## src/rtl/core/rmi_pkg.sv

```systemverilog
`default_nettype none
// ---------------------------------------------------------------------------
// Regret matching information set unit: shared definitions
// Command codes, register indexes, datapath widths and the request and
// response words of the shared divider.
// ---------------------------------------------------------------------------
package rmi_pkg;

  // A sum over up to 64 entries of 32 bits needs 38 bits.
  localparam int SUM_W  = 38;
  localparam int QUOT_W = 17;
  localparam int WORD_W = 32;

  localparam logic [2:0] CMD_SET_INSTANT   = 3'd0;
  localparam logic [2:0] CMD_ACC_REGRET    = 3'd1;
  localparam logic [2:0] CMD_ACC_STRATEGY  = 3'd2;
  localparam logic [2:0] CMD_READ_CURRENT  = 3'd3;
  localparam logic [2:0] CMD_READ_AVERAGE  = 3'd4;
  localparam logic [2:0] CMD_READ_REGRET   = 3'd5;

  localparam logic [1:0] REG_ACTION_COUNT = 2'd0;
  localparam logic [1:0] REG_EPSILON      = 2'd1;

  // One in Q1.16.
  localparam logic [16:0] ONE_Q16 = 17'h10000;

  // Divider request: the dividend is {hi, lo}, the quotient has QUOT_W bits.
  typedef struct packed {
    logic               start;
    logic [WORD_W-1:0]  hi;
    logic [15:0]        lo;
    logic [SUM_W-1:0]   divisor;
  } div_req_t;

  typedef struct packed {
    logic              done;
    logic [QUOT_W-1:0] quot;
  } div_rsp_t;

endpackage
`default_nettype wire

```

## src/rtl/core/rmi_div.sv

```systemverilog
`default_nettype none
// ---------------------------------------------------------------------------
// Regret matching information set unit: shared divider
// Restoring divider, one quotient bit per cycle, 17 quotient bits. The upper
// dividend part must be below twice the divisor.
// ---------------------------------------------------------------------------
module rmi_div (
  input  wire logic             clk,
  input  wire logic             rst,
  input  wire rmi_pkg::div_req_t req,
  output rmi_pkg::div_rsp_t     rsp
);

  localparam int SW = rmi_pkg::SUM_W;
  localparam int QW = rmi_pkg::QUOT_W;
  localparam logic [4:0] LAST_STEP = 5'(QW - 1);

  logic [SW:0]   rem;
  logic [15:0]   low;
  logic [SW-1:0] divisor;
  logic [QW-1:0] quot;
  logic [4:0]    cnt;
  logic          run;
  logic          done;
  logic          ge;
  logic [SW:0]   diff;
  logic [SW-1:0] rem_keep;

  assign diff     = rem - {1'b0, divisor};
  assign ge       = (rem >= {1'b0, divisor});
  assign rem_keep = ge ? diff[SW-1:0] : rem[SW-1:0];

  always_ff @(posedge clk) begin
    if (rst) begin
      run  <= 1'b0;
      done <= 1'b0;
      cnt  <= '0;
    end else begin
      done <= 1'b0;
      if (req.start) begin
        run <= 1'b1;
        cnt <= '0;
      end else if (run) begin
        cnt <= cnt + 5'd1;
        if (cnt == LAST_STEP) begin
          run  <= 1'b0;
          done <= 1'b1;
        end
      end
    end
  end

  always_ff @(posedge clk) begin
    if (req.start) begin
      rem     <= (SW + 1)'(req.hi);
      low     <= req.lo;
      divisor <= req.divisor;
    end else if (run) begin
      rem  <= {rem_keep, low[15]};
      low  <= {low[14:0], 1'b0};
      quot <= {quot[QW-2:0], ge};
    end
  end

  assign rsp.done = done;
  assign rsp.quot = quot;

endmodule
`default_nettype wire

```

## src/rtl/core/rmi_mul.sv

```systemverilog
`default_nettype none
// ---------------------------------------------------------------------------
// Regret matching information set unit: shared multiplier
// Unsigned 32 by 32 multiplier with a registered 64-bit product.
// ---------------------------------------------------------------------------
module rmi_mul (
  input  wire logic        clk,
  input  wire logic [31:0] a,
  input  wire logic [31:0] b,
  output logic      [63:0] prod
);

  always_ff @(posedge clk) begin
    prod <= {32'b0, a} * {32'b0, b};
  end

endmodule
`default_nettype wire

```

## src/rtl/core/regret_matching_infoset_unit.sv

```systemverilog
`default_nettype none
// ---------------------------------------------------------------------------
// Regret matching information set unit
// Keeps instant regrets, regret sums, a cached strategy and strategy sums for
// one information set, and answers commands that update or read them.
// ---------------------------------------------------------------------------
//
//   channel   ports                                        handshake
//   -------   ------------------------------------------   -------------------
//   command   start, busy, command, action_index,          start && !busy
//             regret_in, weight
//   result    strobe, out_action, probability,             strobe, one cycle
//             regret_out, last
//   config    cfg_valid, cfg_ready, cfg_index, cfg_data    cfg_valid && cfg_ready
//
// Setting an instant regret is written at the accepting edge and never
// raises busy. Reading the regret sums and accumulating regret make one
// pass over the actions; the shared 17-step divider paces normalizing
// (one division per action, or one for 1/n when the sum is zero) and the
// epsilon over n of the softened current strategy. Reset clears the
// sequencer state and marks every instant regret, regret sum and strategy
// sum entry as zero at once. The receiver of results cannot stall; each
// result word is on the ports for exactly one cycle. Register writes are
// taken only while the unit is idle and no command word is offered.
// ---------------------------------------------------------------------------
module regret_matching_infoset_unit #(
  parameter int MAX_ACTIONS = 8
) (
  input  wire logic        clk,
  input  wire logic        rst,
  // command channel
  input  wire logic        start,
  output logic             busy,
  input  wire logic [2:0]  command,
  input  wire logic [5:0]  action_index,
  input  wire logic signed [31:0] regret_in,
  input  wire logic [31:0] weight,
  // result channel
  output logic             strobe,
  output logic      [5:0]  out_action,
  output logic      [16:0] probability,
  output logic      [30:0] regret_out,
  output logic             last,
  // configuration channel
  input  wire logic        cfg_valid,
  output logic             cfg_ready,
  input  wire logic [1:0]  cfg_index,
  input  wire logic [15:0] cfg_data
);

  localparam int IW = $clog2(MAX_ACTIONS);
  localparam int NW = $clog2(MAX_ACTIONS + 1);
  localparam int SW = rmi_pkg::SUM_W;

  // Sequencer states.
  localparam logic [4:0] S_IDLE     = 5'd0;
  localparam logic [4:0] S_SUM_RD   = 5'd1;
  localparam logic [4:0] S_SUM_ACC  = 5'd2;
  localparam logic [4:0] S_NRM_CHK  = 5'd3;
  localparam logic [4:0] S_UNI_WAIT = 5'd4;
  localparam logic [4:0] S_NRM_RD   = 5'd5;
  localparam logic [4:0] S_NRM_DIV  = 5'd6;
  localparam logic [4:0] S_NRM_WAIT = 5'd7;
  localparam logic [4:0] S_NRM_PUT  = 5'd8;
  localparam logic [4:0] S_EPS      = 5'd9;
  localparam logic [4:0] S_EPS_WAIT = 5'd10;
  localparam logic [4:0] S_CUR_RD   = 5'd11;
  localparam logic [4:0] S_CUR_MUL  = 5'd12;
  localparam logic [4:0] S_CUR_SOFT = 5'd13;
  localparam logic [4:0] S_CUR_ACC  = 5'd14;
  localparam logic [4:0] S_ACC_RD   = 5'd15;
  localparam logic [4:0] S_ACC_MUL  = 5'd16;
  localparam logic [4:0] S_ACC_ADD  = 5'd17;
  localparam logic [4:0] S_RS_RD    = 5'd18;
  localparam logic [4:0] S_RS_OUT   = 5'd19;

  // Control and configuration registers.
  logic [4:0]    state;
  logic [IW-1:0] idx;
  logic [2:0]    cmd_q;
  logic [31:0]   w_q;
  logic [SW-1:0] sum;
  logic          uni;
  logic          cache_valid;
  logic [6:0]    action_count;
  logic [15:0]   epsilon;

  // Storage. All arrays are read at the loop index with a registered read.
  logic [31:0] inst_mem  [MAX_ACTIONS];
  logic [30:0] rsum_mem  [MAX_ACTIONS];
  logic [16:0] cache_mem [MAX_ACTIONS];
  logic [31:0] ssum_mem  [MAX_ACTIONS];

  // Per-entry valid flags stand in for the zero reset of three of the stores.
  logic [MAX_ACTIONS-1:0] inst_vld;
  logic [MAX_ACTIONS-1:0] rsum_vld;
  logic [MAX_ACTIONS-1:0] ssum_vld;

  logic [31:0] rd_inst;
  logic [30:0] rd_rsum;
  logic [16:0] rd_cache;
  logic [31:0] rd_ssum;
  logic        rd_inst_v;
  logic        rd_rsum_v;
  logic        rd_ssum_v;

  logic [31:0] inst_e;
  logic [30:0] rsum_e;
  logic [31:0] ssum_e;

  logic          accept;
  logic [6:0]    n_full;
  logic [NW-1:0] n_act;
  logic [NW-1:0] n_m1;
  logic          idx_last;
  logic          avg;
  logic [31:0]   v_eff;

  logic        inst_we;
  logic [IW-1:0] inst_waddr;
  logic        rsum_we;
  logic [30:0] rsum_wd;
  logic        cache_we;
  logic        ssum_we;
  logic [31:0] ssum_wd;

  rmi_pkg::div_req_t div_req;
  rmi_pkg::div_rsp_t div_rsp;

  logic [31:0] mul_a;
  logic [31:0] mul_b;
  logic [63:0] prod;

  logic [31:0] inst_mag;
  logic [16:0] p_cur;
  logic [64:0] mag_adj;
  logic [48:0] scaled;
  logic [50:0] rsum_t;
  logic [48:0] ssum_t;

  assign busy      = (state != S_IDLE);
  // A register write never lands on the edge that takes a command word, so
  // every command sees one settled set of registers.
  assign cfg_ready = ~busy & ~start;
  assign accept    = start & ~busy;

  // Active action count: zero acts as one, anything above the built maximum
  // acts as the maximum.
  always_comb begin
    if (action_count == 7'd0) begin
      n_full = 7'd1;
    end else if (action_count > 7'(MAX_ACTIONS)) begin
      n_full = 7'(MAX_ACTIONS);
    end else begin
      n_full = action_count;
    end
  end

  assign n_act    = n_full[NW-1:0];
  assign n_m1     = n_act - NW'(1);
  assign idx_last = (NW'(idx) == n_m1);
  assign avg      = (cmd_q == rmi_pkg::CMD_READ_AVERAGE);

  // Entries never written read as zero.
  assign inst_e = rd_inst_v ? rd_inst : 32'd0;
  assign rsum_e = rd_rsum_v ? rd_rsum : 31'd0;
  assign ssum_e = rd_ssum_v ? rd_ssum : 32'd0;

  // Normalizing walks the strategy sums for the average strategy and the
  // regret sums otherwise.
  assign v_eff = avg ? ssum_e : {1'b0, rsum_e};

  // ---- memories ----------------------------------------------------------
  assign inst_we    = accept && (command == rmi_pkg::CMD_SET_INSTANT) &&
                      ({1'b0, action_index} < 7'(MAX_ACTIONS));
  assign inst_waddr = action_index[IW-1:0];
  assign rsum_we    = (state == S_ACC_ADD);
  assign cache_we   = (state == S_NRM_PUT) && !avg;
  assign ssum_we    = (state == S_CUR_ACC);

  always_ff @(posedge clk) begin
    if (inst_we) begin
      inst_mem[inst_waddr] <= regret_in;
    end
    if (rsum_we) begin
      rsum_mem[idx] <= rsum_wd;
    end
    if (cache_we) begin
      cache_mem[idx] <= div_rsp.quot;
    end
    if (ssum_we) begin
      ssum_mem[idx] <= ssum_wd;
    end
    rd_inst  <= inst_mem[idx];
    rd_rsum  <= rsum_mem[idx];
    rd_cache <= cache_mem[idx];
    rd_ssum  <= ssum_mem[idx];
  end

  always_ff @(posedge clk) begin
    if (rst) begin
      inst_vld  <= '0;
      rsum_vld  <= '0;
      ssum_vld  <= '0;
      rd_inst_v <= 1'b0;
      rd_rsum_v <= 1'b0;
      rd_ssum_v <= 1'b0;
    end else begin
      if (inst_we) begin
        inst_vld[inst_waddr] <= 1'b1;
      end
      if (rsum_we) begin
        rsum_vld[idx] <= 1'b1;
      end
      if (ssum_we) begin
        ssum_vld[idx] <= 1'b1;
      end
      rd_inst_v <= inst_vld[idx];
      rd_rsum_v <= rsum_vld[idx];
      rd_ssum_v <= ssum_vld[idx];
    end
  end

  // ---- shared divider ----------------------------------------------------
  // Three uses: v * 2^16 / sum, 2^16 / n for the uniform case, and
  // epsilon / n for softening. The quotient holds until the next start, so
  // the loops read it straight from the divider.
  always_comb begin
    div_req.start   = 1'b0;
    div_req.hi      = v_eff;
    div_req.lo      = 16'd0;
    div_req.divisor = sum;
    unique case (state)
      S_NRM_CHK: begin
        div_req.start   = (sum == '0);
        div_req.hi      = 32'd1;
        div_req.divisor = SW'(n_act);
      end
      S_NRM_DIV: begin
        div_req.start = !uni;
      end
      S_EPS: begin
        div_req.start   = (epsilon != 16'd0);
        div_req.hi      = 32'd0;
        div_req.lo      = epsilon;
        div_req.divisor = SW'(n_act);
      end
      default: begin
      end
    endcase
  end

  rmi_div u_div (
    .clk (clk),
    .rst (rst),
    .req (div_req),
    .rsp (div_rsp)
  );

  // ---- shared multiplier -------------------------------------------------
  assign inst_mag = inst_e[31] ? (~inst_e + 32'd1) : inst_e;

  // Softened probability: epsilon / n plus (1 - epsilon) times the cached
  // value, or the cached value alone when softening is off.
  assign p_cur = (epsilon != 16'd0) ? (div_rsp.quot + prod[32:16]) : rd_cache;

  always_comb begin
    unique case (state)
      S_CUR_MUL: begin
        mul_a = 32'(rmi_pkg::ONE_Q16 - {1'b0, epsilon});
        mul_b = 32'(rd_cache);
      end
      S_CUR_SOFT: begin
        mul_a = w_q;
        mul_b = 32'(p_cur);
      end
      default: begin
        mul_a = w_q;
        mul_b = inst_mag;
      end
    endcase
  end

  rmi_mul u_mul (
    .clk  (clk),
    .a    (mul_a),
    .b    (mul_b),
    .prod (prod)
  );

  // Regret update. A negative instant regret scales with rounding toward
  // minus infinity, so its magnitude rounds up before the shift.
  assign mag_adj = {1'b0, prod} + 65'(16'hFFFF);
  assign scaled  = inst_e[31] ? mag_adj[64:16] : {1'b0, prod[63:16]};
  assign rsum_t  = inst_e[31] ? (51'(rsum_e) - 51'(scaled)) : (51'(rsum_e) + 51'(scaled));

  always_comb begin
    if (rsum_t[50]) begin
      rsum_wd = 31'd0;
    end else if (rsum_t[49:31] != '0) begin
      rsum_wd = 31'h7FFF_FFFF;
    end else begin
      rsum_wd = rsum_t[30:0];
    end
  end

  // Strategy update saturates at the top of 32 bits.
  assign ssum_t  = 49'(ssum_e) + 49'(prod[63:16]);
  assign ssum_wd = (ssum_t[48:32] != '0) ? 32'hFFFF_FFFF : ssum_t[31:0];

  // ---- sequencer ---------------------------------------------------------
  always_ff @(posedge clk) begin
    if (rst) begin
      state        <= S_IDLE;
      idx          <= '0;
      cmd_q        <= rmi_pkg::CMD_SET_INSTANT;
      uni          <= 1'b0;
      cache_valid  <= 1'b0;
      action_count <= 7'd8;
      epsilon      <= 16'd0;
      strobe       <= 1'b0;
    end else begin
      strobe <= 1'b0;

      if (cfg_valid && cfg_ready) begin
        unique case (cfg_index)
          rmi_pkg::REG_ACTION_COUNT: begin
            action_count <= cfg_data[6:0];
            cache_valid  <= 1'b0;
          end
          rmi_pkg::REG_EPSILON: begin
            epsilon <= cfg_data;
          end
          default: begin
          end
        endcase
      end

      unique case (state)
        S_IDLE: begin
          if (accept) begin
            cmd_q <= command;
            w_q   <= weight;
            idx   <= '0;
            sum   <= '0;
            unique case (command)
              rmi_pkg::CMD_ACC_REGRET: begin
                state <= S_ACC_RD;
              end
              rmi_pkg::CMD_ACC_STRATEGY, rmi_pkg::CMD_READ_CURRENT: begin
                state <= cache_valid ? S_EPS : S_SUM_RD;
              end
              rmi_pkg::CMD_READ_AVERAGE: begin
                state <= S_SUM_RD;
              end
              rmi_pkg::CMD_READ_REGRET: begin
                state <= S_RS_RD;
              end
              default: begin
                // Setting an instant regret needs no sequencing; unknown
                // commands do nothing.
              end
            endcase
          end
        end

        // Sum of the entries to normalize.
        S_SUM_RD: begin
          state <= S_SUM_ACC;
        end
        S_SUM_ACC: begin
          sum <= sum + SW'(v_eff);
          if (idx_last) begin
            state <= S_NRM_CHK;
          end else begin
            idx   <= idx + IW'(1);
            state <= S_SUM_RD;
          end
        end
        S_NRM_CHK: begin
          idx <= '0;
          uni <= (sum == '0);
          state <= (sum == '0) ? S_UNI_WAIT : S_NRM_RD;
        end
        S_UNI_WAIT: begin
          if (div_rsp.done) begin
            state <= S_NRM_RD;
          end
        end

        // One division per action, unless every entry gets 1/n.
        S_NRM_RD: begin
          state <= S_NRM_DIV;
        end
        S_NRM_DIV: begin
          state <= uni ? S_NRM_PUT : S_NRM_WAIT;
        end
        S_NRM_WAIT: begin
          if (div_rsp.done) begin
            state <= S_NRM_PUT;
          end
        end
        S_NRM_PUT: begin
          if (avg) begin
            strobe      <= 1'b1;
            out_action  <= 6'(idx);
            probability <= div_rsp.quot;
            regret_out  <= 31'd0;
            last        <= idx_last;
          end
          if (idx_last) begin
            if (avg) begin
              state <= S_IDLE;
            end else begin
              cache_valid <= 1'b1;
              state       <= S_EPS;
            end
          end else begin
            idx   <= idx + IW'(1);
            state <= S_NRM_RD;
          end
        end

        // Softened current strategy from the cache.
        S_EPS: begin
          idx   <= '0;
          state <= (epsilon != 16'd0) ? S_EPS_WAIT : S_CUR_RD;
        end
        S_EPS_WAIT: begin
          if (div_rsp.done) begin
            state <= S_CUR_RD;
          end
        end
        S_CUR_RD: begin
          state <= S_CUR_MUL;
        end
        S_CUR_MUL: begin
          state <= S_CUR_SOFT;
        end
        S_CUR_SOFT: begin
          if (cmd_q == rmi_pkg::CMD_READ_CURRENT) begin
            strobe      <= 1'b1;
            out_action  <= 6'(idx);
            probability <= p_cur;
            regret_out  <= 31'd0;
            last        <= idx_last;
            if (idx_last) begin
              state <= S_IDLE;
            end else begin
              idx   <= idx + IW'(1);
              state <= S_CUR_RD;
            end
          end else begin
            state <= S_CUR_ACC;
          end
        end
        S_CUR_ACC: begin
          if (idx_last) begin
            state <= S_IDLE;
          end else begin
            idx   <= idx + IW'(1);
            state <= S_CUR_RD;
          end
        end

        // Regret accumulation; the cache goes stale at the end.
        S_ACC_RD: begin
          state <= S_ACC_MUL;
        end
        S_ACC_MUL: begin
          state <= S_ACC_ADD;
        end
        S_ACC_ADD: begin
          if (idx_last) begin
            cache_valid <= 1'b0;
            state       <= S_IDLE;
          end else begin
            idx   <= idx + IW'(1);
            state <= S_ACC_RD;
          end
        end

        // Regret sums read out.
        S_RS_RD: begin
          state <= S_RS_OUT;
        end
        S_RS_OUT: begin
          strobe      <= 1'b1;
          out_action  <= 6'(idx);
          probability <= 17'd0;
          regret_out  <= rsum_e;
          last        <= idx_last;
          if (idx_last) begin
            state <= S_IDLE;
          end else begin
            idx   <= idx + IW'(1);
            state <= S_RS_RD;
          end
        end

        default: begin
          state <= S_IDLE;
        end
      endcase
    end
  end

  // ---- assertions --------------------------------------------------------

  // The final word of a read run leaves the unit ready for the next command.
  a_last_frees: assert property (@(posedge clk) disable iff (rst)
    strobe && last |-> !busy)
    else $error("busy still high on the final result word");

  // Result words come only from the three read commands.
  a_strobe_cmd: assert property (@(posedge clk) disable iff (rst)
    strobe |-> (cmd_q == rmi_pkg::CMD_READ_CURRENT ||
                cmd_q == rmi_pkg::CMD_READ_AVERAGE ||
                cmd_q == rmi_pkg::CMD_READ_REGRET))
    else $error("result word for a command that returns none");

  // The divider finishes only while the sequencer waits for it.
  a_div_wait: assert property (@(posedge clk) disable iff (rst)
    div_rsp.done |-> (state == S_NRM_WAIT || state == S_UNI_WAIT ||
                      state == S_EPS_WAIT))
    else $error("divider finished outside a wait state");

  // The cache becomes valid only by finishing a normalizing pass into it.
  a_cache_fill: assert property (@(posedge clk) disable iff (rst)
    $rose(cache_valid) |-> $past(state) == S_NRM_PUT)
    else $error("cache marked valid without being filled");

endmodule
`default_nettype wire

```

## config.mk

```make
export PLATFORM = sky130hd
export DESIGN_NAME = regret_matching_infoset_unit
export DESIGN_NICKNAME = d
export VERILOG_FILES = /design/src/rtl/core/rmi_pkg.sv /design/src/rtl/core/rmi_div.sv /design/src/rtl/core/rmi_mul.sv /design/src/rtl/core/regret_matching_infoset_unit.sv
export SDC_FILE = /design/constraint.sdc
export NUM_CORES = 2
export LEC_CHECK = 0
export ABC_CLOCK_PERIOD_IN_PS = 29300
export BUFFER_PORTS_ARGS = -buffer_cell sky130_fd_sc_hd__buf_2
export CAP_MARGIN = 10
export CELL_PAD_IN_SITES_DETAIL_PLACEMENT = 1
export CELL_PAD_IN_SITES_GLOBAL_PLACEMENT = 2
export CORE_MARGIN = 4
export CORE_UTILIZATION = 47
export CTS_CLUSTER_DIAMETER = 50
export DETAILED_ROUTE_END_ITERATION = 10
export GPL_TIMING_DRIVEN = 0
export PLACE_DENSITY_LB_ADDON = 0.1
export SKIP_CTS_REPAIR_TIMING = 1
export SYNTH_ARGS = -nofsm -noshare
export SYNTH_HDL_FRONTEND = slang
export SYNTH_SLANG_ARGS = --single-unit
```

## constraint.sdc

```tcl
create_clock -name clk -period 29.3 [get_ports clk]
set_input_delay 1.465 -clock clk [delete_from_list [all_inputs] [get_ports clk]]
set_output_delay 1.465 -clock clk [all_outputs]
set_load 0.01 [all_outputs]
```

Word-level counts from Yosys, hierarchy flattened --
Memory sizes are Yosys's and may differ from the RTL's. A register that Yosys moved wholly into a read port is not among the register bits. Index checks and enable logic that the tools add are counted.
Word-level totals: RAM bits 896, word-level logic and storage cells 226, input port bits 95, memories kept 4, output and inout bits 58, register bits after elaboration 370
Memory list:
- inst_mem | depth 8, width 32, rd ports 1, clocked after Yosys merged registers in 1, wr ports 1, RTL line regret_matching_infoset_unit.sv:89 | logic [31:0] inst_mem [MAX_ACTIONS];
- ssum_mem | depth 8, width 32, rd ports 1, clocked after Yosys merged registers in 1, wr ports 1, RTL line regret_matching_infoset_unit.sv:92 | logic [31:0] ssum_mem [MAX_ACTIONS];
- rsum_mem | depth 8, width 31, rd ports 1, clocked after Yosys merged registers in 1, wr ports 1, RTL line regret_matching_infoset_unit.sv:90 | logic [30:0] rsum_mem [MAX_ACTIONS];
- cache_mem | depth 8, width 17, rd ports 1, clocked after Yosys merged registers in 1, wr ports 1, RTL line regret_matching_infoset_unit.sv:91 | logic [16:0] cache_mem [MAX_ACTIONS];
Cells by class: mux-type cells 90, add/subtract/negate cells 12, bitwise logic cells 11, reductions and logical operators 35, equal/unequal tests 36, $lt $le $gt $ge 7, multipliers 1
Operators by type and width (count):
- $mux 32 | 8
- $mux 31 | 5
- $pmux 32 s2 | 2
- $pmux 5 s20 | 1
- $pmux 31 s3 | 1
- $mux 38 | 2
- $pmux 38 s2 | 1
- $add 64x16->65 const B | 1
- $mul 32x32->64 | 1
- $mux 17 | 3
- $mux 51 | 1
- $pmux 17 s3 | 1
- $add 31x49->50 | 1
- $sub 31x49->50 | 1
- $add 32x48->49 | 1
- $mux 49 | 1
- $mux 16 | 3
- $eq 5x4->1 const B | 8
- $ge 39x38->1 | 1
- $add 38x32->38 | 1
- $logic_not 38->1 | 1
- $sub 38x38->38 | 1
- $mux 5 | 7
- $add 32x1->32 const B | 1
- other kinds (57) | 138

Logic depth before layout (Yosys ltp) --
word-level depth 8, gate-level depth with buffers 43, depth with buffers taken out 42

Hierarchy --
A second synthesis with hierarchy kept.
Unflattened totals: cells, all modules 8784, area, all modules 95121.2 um2
By module, submodules not included:
- regret_matching_infoset_unit | seq. area each 34092.7 um2, instances 1, area each 53796.6 um2, cells each 4368
- rmi_mul | seq. area each 1281.2 um2, instances 1, area each 34446.8 um2, cells each 3754
- rmi_div | seq. area each 3373.2 um2, instances 1, area each 6877.8 um2, cells each 662

Least setup slack after synthesis --
OpenSTA, ideal clock, no wires.
path type in2reg, start in rst, end reg last (enable), library setup time 0.740 ns, slack 18.606 ns, arrival time 9.954 ns, path buffers 2, stages 3, required time 28.560 ns, path through buf_1 clkbuf_1 a2111oi_0
Between the ends: longest elaborated chain between the ends 2
Ends and longest elaborated chain:
- start, declared | RTL line regret_matching_infoset_unit.sv:30 | input wire logic rst,
- $not 1->1 (no line)
- $reduce_and 4->1 (no line)
- end signal, assigned | RTL line regret_matching_infoset_unit.sv:409 | last <= idx_last;
- end signal, assigned | RTL line regret_matching_infoset_unit.sv:446 | last <= idx_last;
- end signal, assigned | RTL line regret_matching_infoset_unit.sv:492 | last <= idx_last;
- end, declared | RTL line regret_matching_infoset_unit.sv:43 | output logic last,
No other way between the ends. A chain may end at the register's enable or synchronous reset.

Worst setup path after layout --
start reg u_div.quot[0], end reg u_mul.prod[60]
Between the ends: longest elaborated chain between the ends 4
Ends and longest elaborated chain:
- start, declared | RTL line rmi_div.sv:21 | logic [QW-1:0] quot;
- start signal, assigned | RTL line rmi_div.sv:61 | quot <= {quot[QW-2:0], ge};
- $add 17x17->17 | RTL line regret_matching_infoset_unit.sv:265 | assign p_cur = (epsilon != 16'd0) ? (div_rsp.quot + prod[32:16]) : rd_cache;
- $mux 17 | RTL line regret_matching_infoset_unit.sv:265
- $pmux 32 s2 | RTL line regret_matching_infoset_unit.sv:268 | unique case (state)
- $mul 32x32->64 | RTL line rmi_mul.sv:14 | prod <= {32'b0, a} * {32'b0, b};
- end signal, assigned | RTL line rmi_mul.sv:14
- end, declared | RTL line rmi_mul.sv:10 | output logic [63:0] prod
No other way between the ends.

==> flow_summary_export.csv <==
group,metric,value,unit
routing,drt-vias-per-instance,6.138,
hold_path,min_path_type,"reg2reg",
power,powerDensity,60.19,mW/mm²
synth,synth_top_area_cell,"edfxtp_1",
global_route,grt_pass1_wl,558900,µm
sta,finalSetupViolCount,0,
synth,yosysWarnings,0,
worst_setup_path,endpoint_kind,"flop",
floorplanning,core,0.1997,mm²
routing,first_iter_violations,8494,
synth,muxShareOfSynthArea,0.8630,%
final_layout,layout_commonest_cell,"edfxtp_1",
sta,final_max_slew_viol_count,0,
worst_setup_path,crit_slowest_cell,"edfxtp_1",
hold_path,min-delay-start,"inst_mem[6][11]$_DFFE_PP_",
sta,fin_skew,0.1083,ns
sta,final.period_utilization,52.51,%
sta,rsz0062_at_grt,"no",
synth,ys_types,112,
power,max-vdd-ir-drop,0.07589,mV
synth,synth_compound_gate_area_share,10.97,%
routing,wl,392900,µm
final_layout,final_cells,12020,
synth,synth.avg_cell_area,10.70,µm²
worst_setup_path,slowest_delay,0.93,ns
sta,hold_viol_final,0,
place,place_congestion,0.9962,
worst_setup_path,worstPathArrival,16.09,ns
outcome,status,"complete, no violations",
global_route,grt_max_degree,33,
place,dpl.hpwl,314100,µm
synth,yosysTopAreaCellShare,35.72,%
synth,synth_ff_type,"edfxtp_1",
synth,synth-edff-count,1121,
global_route,grt_usage,37.35,%
power,power,0.006352,W
sta,worstMarginPinSlew,1.420,ns
routing,wl_per_cell,32.69,µm
place,post-place-cells,11700,
worst_setup_path,cpMostUsedCell,"fa_1",
final_layout,nNetsFinal,10670,
routing,num_vias,73760,
synth,yosysSeqAreaShare,41.12,%
synth,async_flop_share,0,%
floorplanning,ioPinCount,153,
worst_setup_path,rr_startpoint,"u_div.quot[0]$_DFFE_PP_",
worst_setup_path,path_class,"reg2reg",
floorplanning,die_y,455.8,µm
global_route,grt-ovfl-total,0,
final_layout,mostFrequentLayoutCells,"1121 x edfxtp_1, 1074 x inv_1, 970 x nand2_1",
routing,route.detailed.drc,0,
cts,cts_sinks,1375,
synth,synth_xor_area_share,2.748,%
worst_setup_path,r2r_slack,13.91,ns
worst_setup_path,critPathRequiredTime,30.00,ns
worst_setup_path,r2r-end,"u_mul.prod[60]$_DFF_P_",
place,numPortBuffers,148,
floorplanning,row_count,164,
floorplanning,start_util,47.20,%
synth,synth_area,0.09424,mm²
sta,relSlewSlack,5.366,%
global_route,grt_pass1_vias,76510,
floorplanning,die_w,455.8,µm
synth,synthAdderAreaFrac,25.16,%
final_layout,drive_gt1_share,7.134,%
cts,ctsHtreeMaxLevel,4,
worst_setup_path,cp_max_fo,11,
final_layout,syn2layout_area_growth,11.97,%
global_route,antenna_found_initial,25,
sta,min_period,15.39,ns
synth,synth_cells,8810,
routing,first_pass_iters,6,
job,maxCapViolCount,0,
synth,yosys_register_bits,1375,
cts,tritoncts,"done",
final_layout,final_util,52.85,%
cts,clkLatencyLatePin,0.85,ns
cts,clk_pin_slew_worst_paths,0.06,ns
synth,synthSimpleGateAreaFrac,12.95,%
hold_path,hold-path-endpoint,"rd_inst[11]$_DFF_P_",
cts,clockBufferDepth,3,
cts,numCtsBuffers,154,
worst_setup_path,start_kind,"flop",
synth,synth_top_family_by_area,"adder cells",
worst_setup_path,reg2reg_depth,40,
sta,setup_tns,0,ns
cts,root_buffer,"clkbuf_16",
hold_path,holdPathStages,2,
synth,yosys-top-cells-area,"edfxtp_1 36%, fa_1 19%, ha_1 6.0%",
floorplanning,die-area,0.2077,mm²
power,p_leak,42.93,nW
routing,drtAntennaViolNets,0,
sta,max_clock_freq,64.99,MHz
-- area by class of cell --
cell class	instances	area, µm²
diodes	12	30.03
plain buffers	444	1800
clock buffers	192	4089
clock inverters	97	1231
fillers	21430	94140
inverters	1075	4035
multi-input cells	5918	49980
flip-flops and latches	1375	38750
well taps	2656	3323
repair buffers	248	2287
-- cells by family (layout without fill, tap and decap cells) --
kind of cell    after synthesis  after routing
simple gates               2656           2656
compound gates             1530           1530
buf+inv                    1519           2056
flops                      1375           1375
fa+ha+maj                  1354           1354
xor+xnor                    294            294
mux                          81             81
other cells                   1             15
-- routing by layer --
metal	wire length (µm)	track usage, %
met5	117	0
met1	159600	51.59
met3	37110	7.734
met2	174200	56.60
met4	21900	17.78
-- power by group --
part	switching, W	internal (W)
clock	0.000860	0.00113
sequential	0.000130	0.00233
combinational	0.00136	0.000541
total	0.00235	0.00400
-- cells in the mapped netlist, types with 21 or more instances --
| cell | number |
|---|---|
| a211oi_1 | 39 |
| dfxtp_1 | 254 |
| clkbuf_1 | 387 |
| or3_1 | 28 |
| xnor2_1 | 165 |
| and3_1 | 76 |
| edfxtp_1 | 1121 |
| nand2b_1 | 65 |
| a22oi_1 | 460 |
| and2_1 | 84 |
| fa_1 | 902 |
| nand4_1 | 152 |
| nand3_1 | 116 |
| ha_1 | 452 |
| o211ai_1 | 23 |
| a31oi_1 | 46 |
| a21oi_1 | 305 |
| buf_1 | 28 |
| a21o_1 | 114 |
| o21bai_1 | 28 |
| nor4_1 | 32 |
| a22o_1 | 21 |
| mux2i_1 | 79 |
| o21ai_0 | 249 |
| nor2_1 | 836 |
| o21a_1 | 36 |
| nor3_1 | 116 |
| nor2b_1 | 41 |
| o31ai_1 | 31 |
| nor4_2 | 27 |
| xor2_1 | 127 |
| inv_1 | 1074 |
| nand2_1 | 970 |
-- registers in the layout (all words and copies together), names as in the netlist, 7 cells and up --
register	flops
action_count	7
cache_mem	136
epsilon	16
inst_mem	256
inst_vld	8
probability	17
rd_cache	17
rd_inst	32
rd_rsum	31
rd_ssum	32
regret_out	31
rsum_mem	248
rsum_vld	8
ssum_mem	256
ssum_vld	8
sum	38
u_div.divisor	38
u_div.low	16
u_div.quot	17
u_div.rem	39
u_mul.prod	64
w_q	32
-- worst max-delay path by stage --
stage / start / end / slack (ns) / cells after the start
2_1_floorplan: rst / last$_DFFE_PP_ / 18.61 / 3
3_3_place_gp: state[4]$_SDFFE_PP0P_ / regret_out[24]$_SDFFCE_PN0P_ / 11.81 / 7
3_5_place_dp: u_div.quot[0]$_DFFE_PP_ / u_mul.prod[60]$_DFF_P_ / 14.30 / 40
4_1_cts: u_div.quot[0]$_DFFE_PP_ / u_mul.prod[60]$_DFF_P_ / 14.20 / 40
5_1_grt: u_div.quot[0]$_DFFE_PP_ / u_mul.prod[60]$_DFF_P_ / 13.33 / 40
6_report: u_div.quot[0]$_DFFE_PP_ / u_mul.prod[60]$_DFF_P_ / 13.91 / 40
-- stage by stage --
stage          cell area (µm²)  setup slack (ns)  hold WS [ns]
5_1_grt                 105500             13.33        0.4902
2_1_floorplan            94250             18.61        0.4323
3_3_place_gp             98310             11.81        0.4497
6_report                105500             13.91        0.4692
4_1_cts                 105200             14.20        0.4704
3_5_place_dp             99930             14.30        0.4579
-- worst max-delay path: cells and delay by family, from the launching register on --
family / cells / cell delay (ns)
adders and majority gates: 11 / 5.43
AOI/OAI and AO/OA: 13 / 3.81
and+or+nand+nor: 9 / 2.78
buffers and inverters: 5 / 1.72
DFF: 1 / 0.93
xor gates and xnor gates: 1 / 0.33
muxes: 1 / 0.20
(Power assumes the default switching activity.)
